===== src/usb_printer_endpoint_finder_defines.svh =====
// ----------------------------------------------------------------------------
// usb_printer_endpoint_finder_defines
// Assertion macros used by the endpoint finder walker module.
// ----------------------------------------------------------------------------
`ifndef USB_PRINTER_ENDPOINT_FINDER_DEFINES_SVH
`define USB_PRINTER_ENDPOINT_FINDER_DEFINES_SVH

// Same-cycle implication, checked out of reset.
`define UPEF_ASSERT(label, ante, cons, msg) \
    label: assert property (@(posedge aclk) disable iff (!aresetn) (ante) |-> (cons)) \
        else $error(msg);

// Next-cycle implication, checked out of reset.
`define UPEF_ASSERT_NEXT(label, ante, cons, msg) \
    label: assert property (@(posedge aclk) disable iff (!aresetn) (ante) |=> (cons)) \
        else $error(msg);

`endif


===== src/upef_pkg.sv =====
// ----------------------------------------------------------------------------
// upef_pkg
// Types and constants of the USB printer endpoint finder.
// ----------------------------------------------------------------------------
package upef_pkg;

    localparam logic [7:0] DESC_TYPE_INTERFACE = 8'd4;
    localparam logic [7:0] DESC_TYPE_ENDPOINT  = 8'd5;
    localparam logic [7:0] MIN_DESC_LENGTH     = 8'd2;
    localparam logic [1:0] XFER_TYPE_BULK      = 2'd2;
    localparam logic [7:0] TARGET_CLASS_RESET  = 8'd7;
    localparam logic       REG_TARGET_CLASS    = 1'b0;

    typedef struct packed {
        logic       last;
        logic [7:0] data;
    } upef_step_t;

    typedef struct packed {
        logic [15:0] out_max_packet;
        logic [15:0] in_max_packet;
        logic [7:0]  out_endpoint_address;
        logic [7:0]  in_endpoint_address;
        logic [7:0]  interface_number;
        logic        found;
    } upef_result_t;

endpackage


===== src/upef_walker.sv =====
// ----------------------------------------------------------------------------
// upef_walker
// Descriptor walk state and per-byte decision logic; one byte per cycle while step_valid is high.
// ----------------------------------------------------------------------------
`include "usb_printer_endpoint_finder_defines.svh"

module upef_walker
    import upef_pkg::*;
(
    input  logic         aclk,
    input  logic         aresetn,
    input  logic         step_valid,
    input  upef_step_t   step,
    input  logic [7:0]   target_class,
    output logic         res_valid,
    output upef_result_t res
);

    logic [7:0]  byte_offset_reg, byte_offset_next;
    logic [7:0]  desc_length_reg, desc_length_next;
    logic [7:0]  desc_type_reg, desc_type_next;
    logic [7:0]  capt_reg [4];
    logic [7:0]  capt_next [4];
    logic        in_target_reg, in_target_next;
    logic        have_in_reg, have_in_next;
    logic        have_out_reg, have_out_next;
    logic        walk_finished_reg, walk_finished_next;
    logic [7:0]  cur_if_reg, cur_if_next;
    logic [7:0]  in_addr_reg, in_addr_next;
    logic [15:0] in_mps_reg, in_mps_next;
    logic [7:0]  out_addr_reg, out_addr_next;
    logic [15:0] out_mps_reg, out_mps_next;

    logic [7:0]  off_m2;

    assign off_m2 = byte_offset_reg - MIN_DESC_LENGTH;

    always_comb begin
        byte_offset_next   = byte_offset_reg;
        desc_length_next   = desc_length_reg;
        desc_type_next     = desc_type_reg;
        for (int i = 0; i < 4; i++) begin
            capt_next[i] = capt_reg[i];
        end
        in_target_next     = in_target_reg;
        have_in_next       = have_in_reg;
        have_out_next      = have_out_reg;
        walk_finished_next = walk_finished_reg;
        cur_if_next        = cur_if_reg;
        in_addr_next       = in_addr_reg;
        in_mps_next        = in_mps_reg;
        out_addr_next      = out_addr_reg;
        out_mps_next       = out_mps_reg;
        res_valid          = 1'b0;
        res                = '0;

        if (!walk_finished_reg) begin
            if (byte_offset_reg == 8'd0) begin
                desc_length_next = step.data;
                for (int i = 0; i < 4; i++) begin
                    capt_next[i] = 8'd0;
                end
                if (step.data < MIN_DESC_LENGTH) begin
                    walk_finished_next = 1'b1;
                end else begin
                    byte_offset_next = 8'd1;
                end
            end else begin
                if (byte_offset_reg == 8'd1) begin
                    desc_type_next = step.data;
                end else if (byte_offset_reg <= 8'd5) begin
                    capt_next[off_m2[1:0]] = step.data;
                end
                if ({1'b0, byte_offset_reg} + 9'd1 == {1'b0, desc_length_reg}) begin
                    byte_offset_next = 8'd0;
                    if (desc_type_next == DESC_TYPE_INTERFACE) begin
                        if (capt_next[3] == target_class) begin
                            in_target_next = 1'b1;
                            cur_if_next    = capt_next[0];
                            have_in_next   = 1'b0;
                            have_out_next  = 1'b0;
                        end else begin
                            in_target_next = 1'b0;
                        end
                    end else if (in_target_reg && desc_type_next == DESC_TYPE_ENDPOINT &&
                                 capt_next[1][1:0] == XFER_TYPE_BULK) begin
                        if (capt_next[0][7]) begin
                            in_addr_next = capt_next[0];
                            in_mps_next  = {capt_next[3], capt_next[2]};
                            have_in_next = 1'b1;
                        end else begin
                            out_addr_next = capt_next[0];
                            out_mps_next  = {capt_next[3], capt_next[2]};
                            have_out_next = 1'b1;
                        end
                        if (have_in_next && have_out_next) begin
                            walk_finished_next       = 1'b1;
                            res_valid                = 1'b1;
                            res.found                = 1'b1;
                            res.interface_number     = cur_if_next;
                            res.in_endpoint_address  = in_addr_next;
                            res.out_endpoint_address = out_addr_next;
                            res.in_max_packet        = in_mps_next;
                            res.out_max_packet       = out_mps_next;
                        end
                    end
                end else begin
                    byte_offset_next = byte_offset_reg + 8'd1;
                end
            end
        end

        if (step.last) begin
            if (!res_valid && !(have_in_next && have_out_next)) begin
                res_valid = 1'b1;
                res       = '0;
            end
            byte_offset_next   = 8'd0;
            desc_length_next   = 8'd0;
            desc_type_next     = 8'd0;
            for (int i = 0; i < 4; i++) begin
                capt_next[i] = 8'd0;
            end
            in_target_next     = 1'b0;
            have_in_next       = 1'b0;
            have_out_next      = 1'b0;
            walk_finished_next = 1'b0;
            cur_if_next        = 8'd0;
            in_addr_next       = 8'd0;
            in_mps_next        = 16'd0;
            out_addr_next      = 8'd0;
            out_mps_next       = 16'd0;
        end

        if (!step_valid) begin
            res_valid = 1'b0;
        end
    end

    always_ff @(posedge aclk) begin
        if (!aresetn) begin
            byte_offset_reg   <= 8'd0;
            desc_length_reg   <= 8'd0;
            desc_type_reg     <= 8'd0;
            for (int i = 0; i < 4; i++) begin
                capt_reg[i] <= 8'd0;
            end
            in_target_reg     <= 1'b0;
            have_in_reg       <= 1'b0;
            have_out_reg      <= 1'b0;
            walk_finished_reg <= 1'b0;
            cur_if_reg        <= 8'd0;
            in_addr_reg       <= 8'd0;
            in_mps_reg        <= 16'd0;
            out_addr_reg      <= 8'd0;
            out_mps_reg       <= 16'd0;
        end else if (step_valid) begin
            byte_offset_reg   <= byte_offset_next;
            desc_length_reg   <= desc_length_next;
            desc_type_reg     <= desc_type_next;
            for (int i = 0; i < 4; i++) begin
                capt_reg[i] <= capt_next[i];
            end
            in_target_reg     <= in_target_next;
            have_in_reg       <= have_in_next;
            have_out_reg      <= have_out_next;
            walk_finished_reg <= walk_finished_next;
            cur_if_reg        <= cur_if_next;
            in_addr_reg       <= in_addr_next;
            in_mps_reg        <= in_mps_next;
            out_addr_reg      <= out_addr_next;
            out_mps_reg       <= out_mps_next;
        end
    end

    `UPEF_ASSERT(a_offset_in_desc, byte_offset_reg != 8'd0, byte_offset_reg < desc_length_reg, "byte offset past descriptor length")
    `UPEF_ASSERT(a_quiet_after_stop, step_valid && walk_finished_reg && !step.last, !res_valid, "result while walk is stopped")
    `UPEF_ASSERT_NEXT(a_stop_on_match, step_valid && res_valid && res.found && !step.last, walk_finished_reg && have_in_reg && have_out_reg, "walk not stopped after match")

endmodule


===== src/upef_out_buf.sv =====
// ----------------------------------------------------------------------------
// upef_out_buf
// Result register on the master side of the stream.
// ----------------------------------------------------------------------------
module upef_out_buf
    import upef_pkg::*;
(
    input  logic         aclk,
    input  logic         aresetn,
    input  logic         load,
    input  upef_result_t load_data,
    output logic         can_load,
    output logic         m_tvalid,
    input  logic         m_tready,
    output logic [63:0]  m_tdata   // found, interface_number, in_endpoint_address,
                                   // out_endpoint_address, in_max_packet,
                                   // out_max_packet, zero pad
);

    logic         out_valid_reg;
    upef_result_t out_data_reg;

    assign can_load = !out_valid_reg || m_tready;
    assign m_tvalid = out_valid_reg;
    assign m_tdata  = {7'd0, out_data_reg};

    always_ff @(posedge aclk) begin
        if (!aresetn) begin
            out_valid_reg <= 1'b0;
        end else if (load) begin
            out_valid_reg <= 1'b1;
        end else if (m_tready) begin
            out_valid_reg <= 1'b0;
        end
    end

    always_ff @(posedge aclk) begin
        if (load) begin
            out_data_reg <= load_data;
        end
    end

endmodule


===== src/usb_printer_endpoint_finder.sv =====
// ----------------------------------------------------------------------------
// usb_printer_endpoint_finder
// Walks a USB configuration descriptor set and reports a bulk IN/OUT pair.
// ----------------------------------------------------------------------------
// Takes one descriptor byte per cycle unless the result stream back-pressures,
// with no gaps required between bytes. Each byte passes an input register,
// the combinational walker logic and the result register. A set yields
// exactly one result: found as soon as the matching interface has shown both
// bulk endpoints, else not-found on the tlast byte. target_class sits at APB
// address 0 and must be written only while idle; the block does not enforce this.
module usb_printer_endpoint_finder
    import upef_pkg::*;
(
    input  logic        aclk,
    input  logic        aresetn,

    input  logic        s_tvalid,
    output logic        s_tready,
    input  logic [7:0]  s_tdata,   // descriptor_byte
    input  logic        s_tlast,

    output logic        m_tvalid,
    input  logic        m_tready,
    output logic [63:0] m_tdata,   // found, interface_number, in_endpoint_address,
                                   // out_endpoint_address, in_max_packet,
                                   // out_max_packet, zero pad

    input  logic        psel,
    input  logic        penable,
    input  logic        pwrite,
    input  logic [2:0]  paddr,
    input  logic [31:0] pwdata,
    output logic [31:0] prdata,
    output logic        pready
);

    logic         in_valid_reg;
    upef_step_t   in_step_reg;
    logic [7:0]   target_class_reg;
    logic         can_load;
    logic         fire;
    logic         res_valid;
    upef_result_t res;

    assign pready = 1'b1;

    always_comb begin
        if (paddr[2] == REG_TARGET_CLASS) begin
            prdata = {24'd0, target_class_reg};
        end else begin
            prdata = 32'd0;
        end
    end

    always_ff @(posedge aclk) begin
        if (!aresetn) begin
            target_class_reg <= TARGET_CLASS_RESET;
        end else if (psel && penable && pwrite && pready && paddr[2] == REG_TARGET_CLASS) begin
            target_class_reg <= pwdata[7:0];
        end
    end

    assign fire     = in_valid_reg && can_load;
    assign s_tready = !in_valid_reg || fire;

    always_ff @(posedge aclk) begin
        if (!aresetn) begin
            in_valid_reg <= 1'b0;
        end else if (s_tvalid && s_tready) begin
            in_valid_reg <= 1'b1;
        end else if (fire) begin
            in_valid_reg <= 1'b0;
        end
    end

    always_ff @(posedge aclk) begin
        if (s_tvalid && s_tready) begin
            in_step_reg.data <= s_tdata;
            in_step_reg.last <= s_tlast;
        end
    end

    upef_walker u_walker (
        .aclk         (aclk),
        .aresetn      (aresetn),
        .step_valid   (fire),
        .step         (in_step_reg),
        .target_class (target_class_reg),
        .res_valid    (res_valid),
        .res          (res)
    );

    upef_out_buf u_out_buf (
        .aclk      (aclk),
        .aresetn   (aresetn),
        .load      (res_valid),
        .load_data (res),
        .can_load  (can_load),
        .m_tvalid  (m_tvalid),
        .m_tready  (m_tready),
        .m_tdata   (m_tdata)
    );

endmodule

===== config.mk =====
export PLATFORM = sky130hd
export DESIGN_NAME = usb_printer_endpoint_finder
export DESIGN_NICKNAME = d
export VERILOG_FILES = /design/src/upef_pkg.sv /design/src/upef_walker.sv /design/src/upef_out_buf.sv /design/src/usb_printer_endpoint_finder.sv
export VERILOG_INCLUDE_DIRS = /design/src /design/src/src
export SDC_FILE = /design/constraint.sdc
export NUM_CORES = 1
export LEC_CHECK = 0
export BUFFER_PORTS_ARGS = -buffer_cell sky130_fd_sc_hd__buf_2
export CAP_MARGIN = 20
export CORE_UTILIZATION = 50
export DETAILED_ROUTE_END_ITERATION = 10
export HOLD_SLACK_MARGIN = 0.03
export PLACE_DENSITY = 0.76
export SLEW_MARGIN = 20
export SYNTH_ARGS = -nofsm -noshare
export SYNTH_HDL_FRONTEND = slang
export SYNTH_SLANG_ARGS = --single-unit

===== constraint.sdc =====
create_clock -name aclk -period 4.8 [get_ports aclk]
set_input_delay 0.24 -clock aclk [delete_from_list [all_inputs] [get_ports aclk]]
set_output_delay 0.24 -clock aclk [all_outputs]
set_load 0.02 [all_outputs]

Word-level counts from Yosys, hierarchy flattened

Memories as Yosys holds them, arrays and structs flattened.
Index checks and enable logic that the tools add are counted.

Bits in registers: 160
Bits in writable memories: 32
Input bits: 51
Output and inout bits: 99
Word-level logic and storage cells: 202
Memories kept: 1

Add/sub/neg operators: 3
Magnitude comparators: 4
Eq/ne operators: 10
Multiplexer cells: 124
Bitwise operators: 6
Reductions and logical operators: 31

Memories:

| name              | words | width | rd ports | clocked after Yosys merged registers in | write ports | line              | source |
|---|---|---|---|---|---|---|---|
| u_walker.capt_reg | 4     | 8     | 4        | 0                                       | 4           | upef_walker.sv:22 | `logic [7:0] capt_reg [4];` |

Operator list:

| kind                                                        | count |
|---|---|
| 2-to-1 mux 57 bit                                           | 8 |
| 2-to-1 mux 8 bit                                            | 40 |
| 2-to-1 mux 16 bit                                           | 14 |
| 2-to-1 mux 32 bit                                           | 7 |
| 2-to-1 mux 1 bit                                            | 53 |
| bitwise mux 32 bit                                          | 1 |
| demux 8 bit (select 2 bit)                                  | 1 |
| == test 8 x 3 -> 1 bit (second input constant)              | 2 |
| nonzero test 2 bit                                          | 7 |
| AND reduction 6 bit                                         | 2 |
| logical AND 1 bit                                           | 11 |
| adder 8 x 1 -> 9 bit (second input constant)                | 1 |
| == test 9 x 8 -> 1 bit                                      | 1 |
| AND reduction 3 bit                                         | 3 |
| adder 8 x 1 -> 8 bit (second input constant)                | 1 |
| == test 8 x 1 -> 1 bit (second input constant)              | 1 |
| == test 8 bit                                               | 1 |
| <= comparator 8 x 3 -> 1 bit (second input constant)        | 1 |
| zero test 8 bit                                             | 1 |
| less-than comparator 8 x 2 -> 1 bit (second input constant) | 1 |
| != test 2 bit (second input constant)                       | 3 |
| AND reduction 5 bit                                         | 1 |
| zero test 1 bit                                             | 4 |
| OR 1 bit                                                    | 4 |
| 8 further kinds                                             | 9 |

Longest topological paths before layout

Word-level depth: 31
Depth in mapped cells: 14
Gate-level depth less buffers: 9

Cells and area by module

Synthesis repeated with hierarchy kept, for this count alone.

Cell total of the unflattened synthesis: 807
Area, all modules: 8677.1 sq um

By module, submodules not included:

| module                      | instances | cells each | area each (sq um) | sequential area each (sq um) |
|---|---|---|---|---|
| upef_walker                 | 1         | 653        | 5933.2            | 2462.4 |
| upef_out_buf                | 1         | 69         | 1816.7            | 1731.7 |
| usb_printer_endpoint_finder | 1         | 85         | 927.1             | 450.4 |

Worst setup path after synthesis

Ideal clock, no wire load.

Kind: register to register
Start point: reg u_walker.byte_offset_reg[0]
End point: reg u_out_buf.out_data_reg, in the netlist u_out_buf.m_tdata[0], enable pin
Data arrival time: 4594 ps
Setup slack: -228 ps
Cell stages (with the launch flop): 15
Cell sequence: dfxtp_1 -> inv_1 -> ha_1 -> or3b_1 -> and4_1 -> buf_2 -> nand2_8 -> mux2_1 -> buf_2 -> mux2i_1 -> or4_1 -> clkbuf_1 -> buf_6 -> buf_6 -> a21oi_2

Cells in the longest elaborated chain, start to end: 29

RTL lines:

| what                                                                                                    | line                              | source |
|---|---|---|
| start, declared                                                                                         | upef_walker.sv:19                 | `logic [7:0] byte_offset_reg, byte_offset_next;` |
| start signal, assigned                                                                                  | upef_walker.sv:158                | `byte_offset_reg <= byte_offset_next;` |
| subtractor 2 bit                                                                                        | upef_walker.sv:36                 | `assign off_m2 = byte_offset_reg - MIN_DESC_LENGTH;` |
| NOT 2 -> 3 bit (not written as such)                                                                    | upef_walker.sv:72                 | `capt_next[off_m2[1:0]] = step.data;` |
| >= comparator 3 bit (not written as such) / less-than comparator 3 x 1 -> 1 bit (equally long branches) | upef_walker.sv:72                 |  |
| logical AND 1 bit (not written as such)                                                                 | upef_walker.sv:72                 |  |
| 2-to-1 mux 8 bit (not written as such)                                                                  | upef_walker.sv:72                 |  |
| demux 8 bit (select 2 bit)                                                                              | upef_walker.sv:72                 |  |
| bitwise mux 32 bit                                                                                      | upef_walker.sv:72                 |  |
| 2-to-1 mux 32 bit                                                                                       | upef_walker.sv:71                 | `end else if (byte_offset_reg <= 8'd5) begin` |
| (+14 left out)                                                                                          | n/a                               |  |
| 2-to-1 mux 1 bit                                                                                        | upef_walker.sv:58                 | `if (byte_offset_reg == 8'd0) begin` |
| 2-to-1 mux 1 bit                                                                                        | upef_walker.sv:57                 | `if (!walk_finished_reg) begin` |
| zero test 1 bit                                                                                         | upef_walker.sv:114                | `if (!res_valid && !(have_in_next && have_out_next)) begin` |
| logical AND 1 bit                                                                                       | upef_walker.sv:114                |  |
| 2-to-1 mux 1 bit                                                                                        | upef_walker.sv:114                |  |
| 2-to-1 mux 1 bit *                                                                                      | upef_walker.sv:113                | `if (step.last) begin` |
| 2-to-1 mux 1 bit *                                                                                      | upef_walker.sv:135                | `if (!step_valid) begin` |
| via res_valid                                                                                           | usb_printer_endpoint_finder.sv:42 | `logic res_valid;` |
| end signal, assigned                                                                                    | upef_out_buf.sv:39                | `out_data_reg <= load_data;` |
| end, declared                                                                                           | upef_out_buf.sv:21                | `upef_result_t out_data_reg;` |

Mark *: on every way through the listed nets, which the timed path passes. The rest lies on a longest branch. The select of a mux whose other input is x is not followed.
A chain may end at the register's enable or synchronous reset.

Worst setup path after layout

Start point: reg u_walker.byte_offset_reg[0]
End point: reg u_out_buf.out_data_reg, in the netlist u_out_buf.m_tdata[45], enable pin

The elaborated chain is that of the path after synthesis.

==> summary.txt <==
Run status
  – Outcome: completed

Pwr
  – Switching part of the total: 0.244
  – Total Power: between 3 and 4 mW
  – Internal power summed over all cells: between 2 and 3 mW
  – Fraction of power consumed by combinational cells: 0.068
  – Share of power burned in the clock network: 0.422
  – Peak VDD IR: about 0.00028 V
  – Pwr dens: between 300 and 400 nW/um2
  – Switching pwr: around 820 uW
  – Flop pwr share: 0.511
  – Leakage power figure: 3.71 nW

Logic synthesis
  – Most frequently used flop master after synthesis: sky130_fd_sc_hd__dfxtp_1
  – Async S/R FF share, synth: 0
  – Synthesized instance count: a little under 800
  – Main area contributors after synthesis: sky130_fd_sc_hd__edfxtp_1 (33%), sky130_fd_sc_hd__dfxtp_1 (23%), sky130_fd_sc_hd__nor2_1 (4.4%), sky130_fd_sc_hd__a211oi_1 (3.4%), sky130_fd_sc_hd__mux2i_1 (3.1%)
  – Yosys top cell by area: sky130_fd_sc_hd__edfxtp_1
  – Synthesis-stage register bit count: 186
  – Most used standard cells in the synthesized netlist: sky130_fd_sc_hd__nor2_1 (98), sky130_fd_sc_hd__dfxtp_1 (94), sky130_fd_sc_hd__edfxtp_1 (92)
  – Count of cell types in the netlist: 65
  – Most used standard cell by instance count after synthesis: sky130_fd_sc_hd__nor2_1
  – Warning count from the yosys run: 0
  – Synthesized area per cell: between 10 and 15 um2
  – Count of flip-flops with a built-in enable after synthesis: slightly above 90
  – Proportion of synthesized chip area in sequential cells: 0.557
  – Top cell type's share of synthesized area: 0.331
  – Netlist area before placement: between 8000 and 9000 um2

Route
  – Detail-routed via count per cell: ~5.6
  – Drt wl/cell: between 15 and 20 um
  – Post-Route WL: 18.4 mm
  – Initial detailed-routing violation count: 454
  – Vias: 6206
  – Router iterations before antenna repair: 5
  – Number of remaining DRC errors: 0
  – Antenna-violating nets left: 0

Run
  – Max capacitance violation total: 0

Setup path
  – Worst path cell trace: ha_1, and3_1, o211ai_1, a2111o_1, nor3_2, nand2_1, or4_2, a21oi_4, buf_4
  – CP Data Arrival Time: 4.03 ns
  – Nature of the critical path startpoint: register
  – Crit end category: register
  – Critical path type: register to register
  – Maximum net fanout on the critical path: 34
  – Largest incremental delay on the critical path: 0.73 ns
  – CP required: between 4 and 5 ns
  – Cell type of the slowest stage on the worst timing path: sky130_fd_sc_hd__or4_2

Placed design
  – Post-DP HPWL: approximately 12 mm
  – # placed instances: between 1000 and 1500
  – GP Congestion: 0.929
  – Port-buffer cells: 91

STA
  – Pin slew with the least headroom to its limit: 0.967 ns
  – Fmax achieved: 0.254 GHz
  – Total Neg Setup Slack: 0 ns
  – Worst hold margin: between 0.05 and 0.06 ns
  – Post-route minimum period: 3.94 ns
  – Clock skew: approximately 0.0093 ns
  – Endpoints failing setup: 0
  – Final clock period utilization by the worst path: 0.821
  – Unrepaired setup endpoints after global routing: false
  – Remaining max-slew budget at the tightest pin: 0.355
  – Count of endpoints failing hold in the final timing report: 0
  – Number of max-slew violations in the final report: 0

Finish
  – Final cell utilization of the core: 0.594
  – Number of flip-flops under the largest register name: 57
  – Synth-to-Final Area Change: 14.5%
  – Filler instances: around 1300
  – Net count reported at finish: 925
  – Total inserted antenna cells: 0
  – Finished Layout Cells: between 1000 and 1500
  – Proportion of layout cells with a drive suffix above 1: 0.182

Clock tree
  – H-tree lvl count: 4
  – Clock insertion delay at the later pin of the skew report: around 0.44 ns
  – TritonCTS buffer count: 17
  – Clk root buf: sky130_fd_sc_hd__clkbuf_16
  – TritonCTS clock tree: yes
  – Buffer levels on the longest clock path: 2
  – Clock slew seen by the registers of the worst setup and hold paths: ~0.070 ns
  – Sinks on the clock net: roughly 190

Global routing
  – Final global-route overflow total: 0
  – Global-route usage over all layers: 0.221
  – Initial antenna violation count: 0
  – Global-route wire length before repair: around 30 mm
  – Vias in the first global route: a little under 6000
  – Maximum number of pins on one net before global-route repair: 58

Floorplan
  – Initial core utilization: 0.519
  – Die boundary width: 131 um
  – Die footprint: around 17000 um2
  – Total number of placement rows: 46
  – Die height: between 100 and 150 um
  – Num ports: 150
  – Placeable core area: 16100 um2

Min path
  – Worst hold path class: primary input to register
per-layer routing:
layer,wire length [um],GRT usage,share of wire,up-vias
li1,-,-,-,2966
met1,7920,0.289,0.43,2980
met2,8990,0.357,0.49,224
met3,1050,0.0367,0.057,36
met4,493,0.108,0.027,0
met5,0,0,0,-
cell type report:
cell class / count / area, um2 / area share
sequential: 186 / 4640 / 0.487
multi-input combinational: 530 / 3280 / 0.344
timing repair buffer: 118 / 688 / 0.0721
clock buffer: 20 / 437 / 0.0457
tap: 216 / 270 / 0.0283
clock inverter: 12 / 159 / 0.0166
inverter: 17 / 63.8 / 0.00669
power by group through the flow:
| stage | registers, mW | logic (mW) | clock network [mW] |
|---|---|---|---|
| after floorplan | 1.74 | 0.181 | 0 |
| after global placement | 1.75 | 0.214 | 0 |
| after detailed placement | 1.75 | 0.217 | 0 |
| after CTS | 1.71 | 0.226 | 1.43 |
| after global routing | 1.71 | 0.248 | 1.50 |
| final | 1.71 | 0.228 | 1.41 |
metrics by stage:
stage | cell area [um2] | setup slack, ns
CTS | 9550 | 0.849
detailed placement | 8830 | 0.906
global route | 9550 | 0.604
floorplan | 8460 | 0.385
global placement | 8830 | 0.946
finish | 9550 | 0.858
layout by cell type, fill, tap and decap left out, types with 19 or more instances in the layout:
master	count
sky130_fd_sc_hd__mux2i_1	25
sky130_fd_sc_hd__edfxtp_1	92
sky130_fd_sc_hd__o22ai_1	32
sky130_fd_sc_hd__buf_2	91
sky130_fd_sc_hd__nand3_1	20
sky130_fd_sc_hd__nor2_1	98
sky130_fd_sc_hd__o2bb2ai_1	23
sky130_fd_sc_hd__nand2_1	63
sky130_fd_sc_hd__nor2b_1	19
sky130_fd_sc_hd__dfxtp_1	94
sky130_fd_sc_hd__o21ai_0	22
sky130_fd_sc_hd__conb_1	32
sky130_fd_sc_hd__a211oi_1	38
worst paths after layout:
check	start	to	slack (ns)	cells past startpoint
worst min register to register	u_walker.out_addr_reg[6]	u_walker.out_addr_reg[6]	0.46	1
worst max register to register	u_walker.byte_offset_reg[0]	u_out_buf.m_tdata[45]	0.86	9
worst max-delay path	u_walker.byte_offset_reg[0]	u_out_buf.m_tdata[45]	0.86	9
worst min-delay path	pwdata[5]	target_class_reg[5]	0.05	3
cell families after synthesis:
logic type	after synthesis	synth area share
fa+ha+maj	4	0.00600
other cells	2	0.000901
compound gates	187	0.163
flops	186	0.557
mux	27	0.0326
buf+inv	104	0.0665
xor+xnor	24	0.0252
simple gates	256	0.149
timing repair:
item / CTS / global route
buffers inserted: 0 / 0
hold buffers: 12 / 0
resized for setup: 0 / 0
endpoints found under the hold margin: 12 / 0
worst max-delay path: cells and delay by family (launching register included):
kind                     cells  cell delay, ns
buffers and inverters        1            0.42
adder cells (fa/ha/maj)      1            0.51
flip-flops                   1            0.49
AND/OR/NAND/NOR              4            1.41
AO/OA/AOI/OAI                3            0.72
Note: power is estimated with default switching activity, not from simulation.
